**src/hdl/utf8d_pkg.sv**
```systemverilog
`timescale 1ns / 1ps

package utf8d_pkg;

  localparam int unsigned CpWidth  = 21;
  localparam int unsigned ExpWidth = 2;

  // Decoder state carried from byte to byte.
  typedef struct packed {
    logic                in_sequence;
    logic [ExpWidth-1:0] bytes_expected;
    logic [CpWidth-1:0]  partial_value;
  } dec_state_t;

  // One result item.
  typedef struct packed {
    logic [CpWidth-1:0] code_point;
    logic               valid_res;
  } dec_result_t;

  localparam dec_state_t StateClear = '{
    in_sequence:    1'b0,
    bytes_expected: '0,
    partial_value:  '0
  };

endpackage

```
**src/hdl/utf8d_step.sv**
```systemverilog
`timescale 1ns / 1ps

module utf8d_step (
  input  logic [7:0]             data_byte_i,
  input  logic                   buffer_last_i,
  input  utf8d_pkg::dec_state_t  state_i,
  output utf8d_pkg::dec_state_t  state_o,
  output logic                   has_result_o,
  output utf8d_pkg::dec_result_t result_o
);

  utf8d_pkg::dec_state_t  state_nxt;
  utf8d_pkg::dec_result_t res_nxt;
  logic                   res_vld;
  logic [utf8d_pkg::ExpWidth-1:0] exp_dec;
  logic [utf8d_pkg::CpWidth-1:0]  cont_bits;
  logic [utf8d_pkg::CpWidth-1:0]  part_nxt;

  always_comb begin
    exp_dec = state_i.bytes_expected - 2'd1;
    unique case (exp_dec)
      2'd0:    cont_bits = {15'd0, data_byte_i[5:0]};
      2'd1:    cont_bits = {9'd0, data_byte_i[5:0], 6'd0};
      2'd2:    cont_bits = {3'd0, data_byte_i[5:0], 12'd0};
      default: cont_bits = {data_byte_i[2:0], 18'd0};
    endcase
    part_nxt = state_i.partial_value | cont_bits;
  end

  always_comb begin
    state_nxt = utf8d_pkg::StateClear;
    res_vld   = 1'b0;
    res_nxt   = '0;
    priority if (!data_byte_i[7]) begin
      // Seven-bit byte: complete code point, or invalid if it breaks a sequence
      res_vld = 1'b1;
      if (!state_i.in_sequence) begin
        res_nxt.code_point = {13'd0, data_byte_i};
        res_nxt.valid_res  = 1'b1;
      end
    end else if (data_byte_i[6]) begin
      // Lead byte: open a sequence only when none is open
      if (!state_i.in_sequence) begin
        priority if (!data_byte_i[5]) begin
          state_nxt.in_sequence    = 1'b1;
          state_nxt.bytes_expected = 2'd1;
          state_nxt.partial_value  = {10'd0, data_byte_i[4:0], 6'd0};
        end else if (!data_byte_i[4]) begin
          state_nxt.in_sequence    = 1'b1;
          state_nxt.bytes_expected = 2'd2;
          state_nxt.partial_value  = {5'd0, data_byte_i[3:0], 12'd0};
        end else if (!data_byte_i[3]) begin
          state_nxt.in_sequence    = 1'b1;
          state_nxt.bytes_expected = 2'd3;
          state_nxt.partial_value  = {data_byte_i[2:0], 18'd0};
        end else begin
          state_nxt = utf8d_pkg::StateClear;
        end
      end
    end else begin
      // Continuation byte: drop it unless a sequence is waiting for it
      if (state_i.in_sequence && (state_i.bytes_expected != 2'd0)) begin
        if (exp_dec == 2'd0) begin
          res_vld            = 1'b1;
          res_nxt.code_point = part_nxt;
          res_nxt.valid_res  = 1'b1;
        end else begin
          state_nxt.in_sequence    = 1'b1;
          state_nxt.bytes_expected = exp_dec;
          state_nxt.partial_value  = part_nxt;
        end
      end
    end

    if (buffer_last_i) begin
      state_nxt = utf8d_pkg::StateClear;
      if (!res_vld) begin
        res_vld = 1'b1;
        res_nxt = '0;
      end
    end
  end

  assign state_o      = state_nxt;
  assign has_result_o = res_vld;
  assign result_o     = res_nxt;

endmodule

```
**src/hdl/utf8_to_codepoint_decoder_top.sv**
```systemverilog
`timescale 1ns / 1ps

// Streaming UTF-8 decoder: one byte per request, with buffer_last_i marking the
// final byte of a buffer. Each accepted byte updates the registered decoder
// state, and a new byte can be accepted every cycle while in_stall_o is low. A
// result goes to the output register, or to the skid register when the output
// register holds a stalled result; this two-entry output lets the input keep
// flowing while one result waits, and in_stall_o rises only once the skid
// register holds a result. Malformed lead or continuation bytes are dropped
// without a result, a seven-bit byte inside a sequence yields an invalid
// result, and a buffer end without a completed result yields an invalid
// result with code point zero. Overlong forms and surrogates pass unchecked.
module utf8_to_codepoint_decoder_top (
  input  logic        clk_i,
  input  logic        rst_ni,
  input  logic        in_valid_i,
  output logic        in_stall_o,
  input  logic [7:0]  data_byte_i,
  input  logic        buffer_last_i,
  output logic        out_valid_o,
  input  logic        out_stall_i,
  output logic [20:0] code_point_o,
  output logic        valid_res_o
);

  utf8d_pkg::dec_state_t  state_q, state_d;
  utf8d_pkg::dec_result_t res_d;
  utf8d_pkg::dec_result_t out_q;
  utf8d_pkg::dec_result_t skid_q;
  logic                   has_res;
  logic                   out_valid_q;
  logic                   skid_valid_q;
  logic                   accept;

  assign in_stall_o = skid_valid_q;
  assign accept     = in_valid_i && !skid_valid_q;

  utf8d_step u_step (
    .data_byte_i  (data_byte_i),
    .buffer_last_i(buffer_last_i),
    .state_i      (state_q),
    .state_o      (state_d),
    .has_result_o (has_res),
    .result_o     (res_d)
  );

  always_ff @(posedge clk_i or negedge rst_ni) begin
    if (!rst_ni) begin
      state_q <= utf8d_pkg::StateClear;
    end else if (accept) begin
      state_q <= state_d;
    end
  end

  always_ff @(posedge clk_i or negedge rst_ni) begin
    if (!rst_ni) begin
      out_valid_q  <= 1'b0;
      skid_valid_q <= 1'b0;
    end else begin
      priority if (skid_valid_q) begin
        if (!out_stall_i) begin
          skid_valid_q <= 1'b0;
        end
      end else if (accept && has_res) begin
        if (out_valid_q && out_stall_i) begin
          skid_valid_q <= 1'b1;
        end else begin
          out_valid_q <= 1'b1;
        end
      end else if (!out_stall_i) begin
        out_valid_q <= 1'b0;
      end else begin
        // hold the stalled result
        out_valid_q <= out_valid_q;
      end
    end
  end

  // Payload registers: load alongside the control above
  always_ff @(posedge clk_i) begin
    priority if (skid_valid_q) begin
      if (!out_stall_i) begin
        out_q <= skid_q;
      end
    end else if (accept && has_res) begin
      if (out_valid_q && out_stall_i) begin
        skid_q <= res_d;
      end else begin
        out_q <= res_d;
      end
    end else begin
      out_q <= out_q;
    end
  end

  assign out_valid_o  = out_valid_q;
  assign code_point_o = out_q.code_point;
  assign valid_res_o  = out_q.valid_res;

endmodule

```
**config.mk**
```make
export PLATFORM = sky130hd
export DESIGN_NAME = utf8_to_codepoint_decoder_top
export DESIGN_NICKNAME = d
export VERILOG_FILES = /design/src/hdl/utf8d_pkg.sv /design/src/hdl/utf8d_step.sv /design/src/hdl/utf8_to_codepoint_decoder_top.sv
export SDC_FILE = /design/constraint.sdc
export NUM_CORES = 1
export LEC_CHECK = 0
export ABC_CLOCK_PERIOD_IN_PS = 3500
export BUFFER_PORTS_ARGS = -buffer_cell sky130_fd_sc_hd__buf_2
export CORE_ASPECT_RATIO = 1.2
export CORE_MARGIN = 2
export CORE_UTILIZATION = 50
export CTS_CLUSTER_DIAMETER = 200
export DETAILED_ROUTE_END_ITERATION = 10
export PLACE_DENSITY_LB_ADDON = 0.15
export SYNTH_ARGS = -nofsm -noshare
export SYNTH_HDL_FRONTEND = slang
export SYNTH_HIERARCHICAL = 1
export SYNTH_SLANG_ARGS = --single-unit
```
**constraint.sdc**
```tcl
create_clock -name clk_i -period 3.5 [get_ports clk_i]
set_clock_uncertainty 0.1 [all_clocks]
set_input_delay 0.175 -clock clk_i [delete_from_list [all_inputs] [get_ports clk_i]]
set_output_delay 0.175 -clock clk_i [all_outputs]
set_load 0.05 [all_outputs]
```
## Word level (Yosys, flattened, before mapping)

Cells that the tools add are included.

| storage, ports and cells | value |
|---|---|
| flip-flop bits (word level) | 70 |
| input port bits | 13 |
| output and inout bits | 24 |

| operators by class | value |
|---|---|
| $add $sub $neg | 1 |
| equality and inequality tests | 6 |
| multiplexer cells | 33 |
| bitwise logic cells | 2 |
| reductions and logical operators | 11 |

Operators by type and width:

| cell | count |
|---|---|
| $mux W22 | 10 |
| $mux W24 | 9 |
| $pmux W21 S3 | 1 |
| $or A21 B21 Y21 | 1 |
| $mux W1 | 12 |
| $reduce_and A3 Y1 | 3 |
| $mux W8 | 1 |
| $ne A2 B2 Y1 const B | 3 |
| $logic_and A1 B1 Y1 | 4 |
| $reduce_bool A2 Y1 | 2 |
| $eq A2 B1 Y1 const B | 1 |
| $eq A2 B2 Y1 const B | 1 |
| $logic_not A2 Y1 | 1 |
| $ne A2 B1 Y1 const B | 1 |
| $sub A2 B1 Y2 const B | 1 |
| $logic_not A1 Y1 | 1 |
| $not A1 Y1 | 1 |

## Longest topological paths before layout

| depth | value |
|---|---|
| word-level depth | 13 |
| depth in mapped cells | 8 |
| mapped depth without buffers | 6 |

## Modules after synthesis

Netlist, hierarchy kept.

By module, submodules not included:

| module | instances | cells an instance | area an instance (um2) | sequential area each (um2) |
|---|---|---|---|---|
| utf8_to_codepoint_decoder_top | 1 | 133 | 2680.1 | 1971.9 |
| utf8d_step | 1 | 118 | 733.2 | 0.0 |

## Least setup slack after synthesis

OpenSTA, ideal clock, no wires.

| timing path | value |
|---|---|
| path kind | register -> register |
| from | register state_q[21] (netlist bit) |
| to | register out_q, in the netlist code_point_o[0] (enable) |
| library setup time | 401 ps |
| arrival | 2125 ps |
| data required time | 2999 ps |
| slack | 874 ps |
| stages on the path, launching flop included | 7 |
| buffers on the path | 0 |
| clock period less this slack | 2626 ps |
| cell sequence | dfrtp_1 inv_1 ha_1 nand4bb_1 nand2_1 a21oi_1 nor2_1 |

| on the way | value |
|---|---|
| cells in the longest elaborated chain, start to end | 10 |
| elaborated cells between the ends (all ways) | 12 |
| classes of those cells | add/sub (1); mux (5); reduce/logical (6) |

Ends and longest elaborated chain:

| item | line | source |
|---|---|---|
| start, declared | utf8_to_codepoint_decoder_top.sv:26 | `utf8d_pkg::dec_state_t state_q, state_d;` |
| start signal, assigned | utf8_to_codepoint_decoder_top.sv:49 | `state_q <= utf8d_pkg::StateClear;` |
| start signal, assigned | utf8_to_codepoint_decoder_top.sv:51 | `state_q <= state_d;` |
| $sub A2 B1 Y2 | utf8d_step.sv:20 | `exp_dec = state_i.bytes_expected - 2'd1;` |
| $logic_not A2 Y1 | utf8d_step.sv:63 | `if (exp_dec == 2'd0) begin` |
| $mux W1 | utf8d_step.sv:63 |  |
| $mux W1 (*) | utf8d_step.sv:62 | `if (state_i.in_sequence && (state_i.bytes_expected != 2'd0)) begin` |
| $mux W1 (*) | utf8d_step.sv:41 | `end else if (data_byte_i[6]) begin` |
| $mux W1 (*) | utf8d_step.sv:34 | `priority if (!data_byte_i[7]) begin` |
| $mux W1 (*) | utf8d_step.sv:75 | `if (buffer_last_i) begin` |
| via has_res | utf8_to_codepoint_decoder_top.sv:30 | `logic has_res;` |
| $logic_and A1 B1 Y1 (*) | utf8_to_codepoint_decoder_top.sv:85 | `end else if (accept && has_res) begin` |
| $reduce_bool A2 Y1 (no line) (*) | - |  |
| $reduce_and A3 Y1 (no line) (*) | - |  |
| end signal, assigned | utf8_to_codepoint_decoder_top.sv:83 | `out_q <= skid_q;` |
| end signal, assigned | utf8_to_codepoint_decoder_top.sv:89 | `out_q <= res_d;` |
| end signal, assigned | utf8_to_codepoint_decoder_top.sv:92 | `out_q <= out_q;` |
| end, declared | utf8_to_codepoint_decoder_top.sv:28 | `utf8d_pkg::dec_result_t out_q;` |

Mark *: on every way through the listed nets, which the timed path passes. The rest lies on a longest branch.
A chain may end at the register's enable or synchronous reset.

## Worst setup path in the final report

Ends and elaborated chain as after synthesis.

==> results.json <==
{
  "period_share_pct": 72.8,
  "pin_count": 37,
  "drc": 0,
  "mostFrequentLayoutCell": "edfxtp_1",
  "worstHoldStart": "in_valid_i",
  "viasPerCell": 5.59,
  "postCtsSetupBuffers": 0,
  "critPathRequiredTime_ns": 3.44,
  "grt_overflow": 0,
  "routed_wl_um": 6590,
  "finalSetupViolations": 0,
  "synth.distinct_cells": 41,
  "row_count": 33,
  "dieArea_sq_um": 7510,
  "die_h_um": 94.5,
  "numCtsBuffers": 9,
  "tightestPinTransition_ns": 1.07,
  "layout_common_cells": "edfxtp_1 (44), buf_2 (36), mux2_2 (27), dfrtp_1 (26), nor2_1 (23)",
  "grt_pass1_wl_um": 10800,
  "finalNonFillerCells": 382,
  "synthTopCellsByArea": "edfxtp_1 (39%), dfrtp_1 (19%), mux2_2 (8.9%)",
  "antenna_found_initial": 0,
  "r2r_slack_ns": 0.95,
  "hold_viol_final": 0,
  "timing.rr.start": "state_q[21]",
  "synth_mux_area_share_pct": 17.6,
  "synth_edf_count": 44,
  "dieWidth_um": 79.4,
  "post_drt_wl_per_cell_um": 17.3,
  "synth_top_area_share_pct": 38.7,
  "ys.flop_type": "edfxtp_1",
  "htree_num_levels": 3,
  "end_kind": "flop",
  "critPathMaxFanout": 14,
  "relSlewSlack_pct": 28.9,
  "p_leak_uw": 0.00156,
  "criticalPathCategory": "flop to flop",
  "initial_core_util_pct": 50.7,
  "holdPathStages": 3,
  "drt_iter0_drc": 153,
  "pre_cts_slack_ns": 0.917,
  "r2r_end": "code_point_o[0]",
  "min_path_type": "primary input to flop",
  "core_area_sq_um": 6730,
  "r2r_cells": 7,
  "drive_gt1_share_pct": 35.6,
  "yosysTopAreaCell": "edfxtp_1",
  "startpoint_type": "flop",
  "vias": 2134,
  "grtUsageTotal_pct": 18.9,
  "ys_ff_latch": 70,
  "synth.avg_cell_area_sq_um": 13.6,
  "syn_nets": 269,
  "antenna_cells": 0,
  "async_flop_share_pct": 37.1,
  "syn_inst": 251,
  "power_density_nw_per_um2": 482,
  "area_delta_synth_final_pct": 11.9,
  "clock_latency_ns": 0.34,
  "ys_warn_count": 6,
  "cts_buffer_depth": 2,
  "synth-simple-area-share_pct": 9.35,
  "final_antenna_net_count": 0,
  "fin_crit_ns": 2.55,
  "clock-sinks": 70,
  "grt_max_degree": 30,
  "synth_compound_area_share_pct": 9.97,
  "fmax_mhz": 393,
  "gp_congestion": 0.828,
  "root_buffer": "clkbuf_8",
  "peakVddDrop_mv": 0.254,
  "dpl.hpwl_um": 4460,
  "status": "complete, no violations",
  "rsz0062_at_grt": "false",
  "syn_area_sq_um": 3410,
  "path_clk_slew_ns": 0.07,
  "tns_ns": 0,
  "grt_pass1_vias": 2127,
  "synthAdderAreaFrac_pct": 1.83,
  "synth_top_family_by_area": "multiplexers",
  "dpl.cell_count": 364,
  "slew_violations": 0,
  "drv_cap": 0,
  "yosysSeqAreaShare_pct": 57.8,
  "hold_path_end": "out_valid_o",
  "synth_xor_xnor_area_share_pct": 0,
  "port_buffers": 36,
  "worstPathArrival_ns": 2.49,
  "fin_ws_ns": 0.954,
  "nets": 308,
  "dr.pass1.iters": 4,
  "cts_tree": "yes"
}
[stage by stage]
stage / cell area, sq um / hold WS (ns) / utilization, % / total power (uW)
3_5_place_dp: 3630 / 0.128 / 53.9 / 1290
3_3_place_gp: 3630 / 0.130 / 53.9 / 1290
6_report: 3820 / 0.0278 / 56.7 / 1840
2_1_floorplan: 3410 / -0.221 / - / 1220
5_1_grt: 3820 / 0.0279 / 56.7 / 1910
4_1_cts: 3820 / 0.0186 / 56.7 / 1860
[where the power goes]
group | switching [uW] | leakage [uW] | total [uW] | internal (uW)
Sequential | 28.0 | 0.000787 | 964 | 936
Clock | 293 | 0.0000901 | 567 | 275
Combinational | 216 | 0.000684 | 310 | 93.2
[routing by layer]
layer | up-vias | routed length (um) | track usage [%]
met4 | 0 | 108 | 8.91
met2 | 72 | 3110 | 28.8
met3 | 11 | 385 | 4.21
met1 | 1041 | 2990 | 25.9
met5 | - | 0 | 0
li1 | 1010 | - | -
[final cells by class]
type | count | area (sq um)
flip-flops and latches | 70 | 1970
multi-input cells | 162 | 1320
fillers | 537 | 2910
well taps | 87 | 109
repair buffers | 41 | 223
inverters | 6 | 22.5
clock inverters | 4 | 23.8
clock buffers | 12 | 145
[kinds of logic (layout without fill, tap and decap cells)]
logic type	after synthesis	count (layout)
compound gates	50	50
fa+ha+maj	5	5
buf+inv	19	63
flops	70	70
mux	47	47
simple gates	60	60
[worst max-delay path, cell delays in order, from the launching register on]
cell	delay, ns
dfrtp_1	0.44
inv_1	0.11
ha_1	0.25
nand4bb_1	0.31
nand2_1	0.21
a21oi_1	0.10
nor2_2	0.42
buf_4	0.30
[repair_timing]
| action | 4_1_cts | 5_1_grt |
|---|---|---|
| hold buffers | 2 | 0 |
| endpoints found under the hold margin | 27 | 0 |
| gates resized for setup | 0 | 0 |
[Yosys cell counts, types with 2 or more instances]
library cell	count
edfxtp_1	44
mux2_2	27
dfrtp_1	26
nor2_1	24
mux2_4	19
a21oi_1	17
nand2_1	10
and2_1	8
buf_2	6
inv_1	6
o22ai_1	6
a22o_1	5
ha_1	5
o21a_1	5
o21ai_0	5
a211oi_1	4
a31oi_1	4
buf_6	4
nor2b_1	3
nand2b_1	2
[worst max path at each step]
stage | from | to
5_1_grt | state_q[21] | code_point_o[19]
4_1_cts | state_q[21] | code_point_o[0]
3_3_place_gp | state_q[21] | code_point_o[5]
6_report | state_q[21] | code_point_o[0]
2_1_floorplan | state_q[21] | code_point_o[0]
3_5_place_dp | state_q[21] | code_point_o[5]
[state kept, by name (all words and copies together), names as in the netlist]
| name | count |
|---|---|
| state_q | 24 |
| skid_q | 22 |
| code_point_o | 21 |
| in_stall_o | 1 |
| out_valid_o | 1 |
| valid_res_o | 1 |
Power figures use the tool's default switching activity.
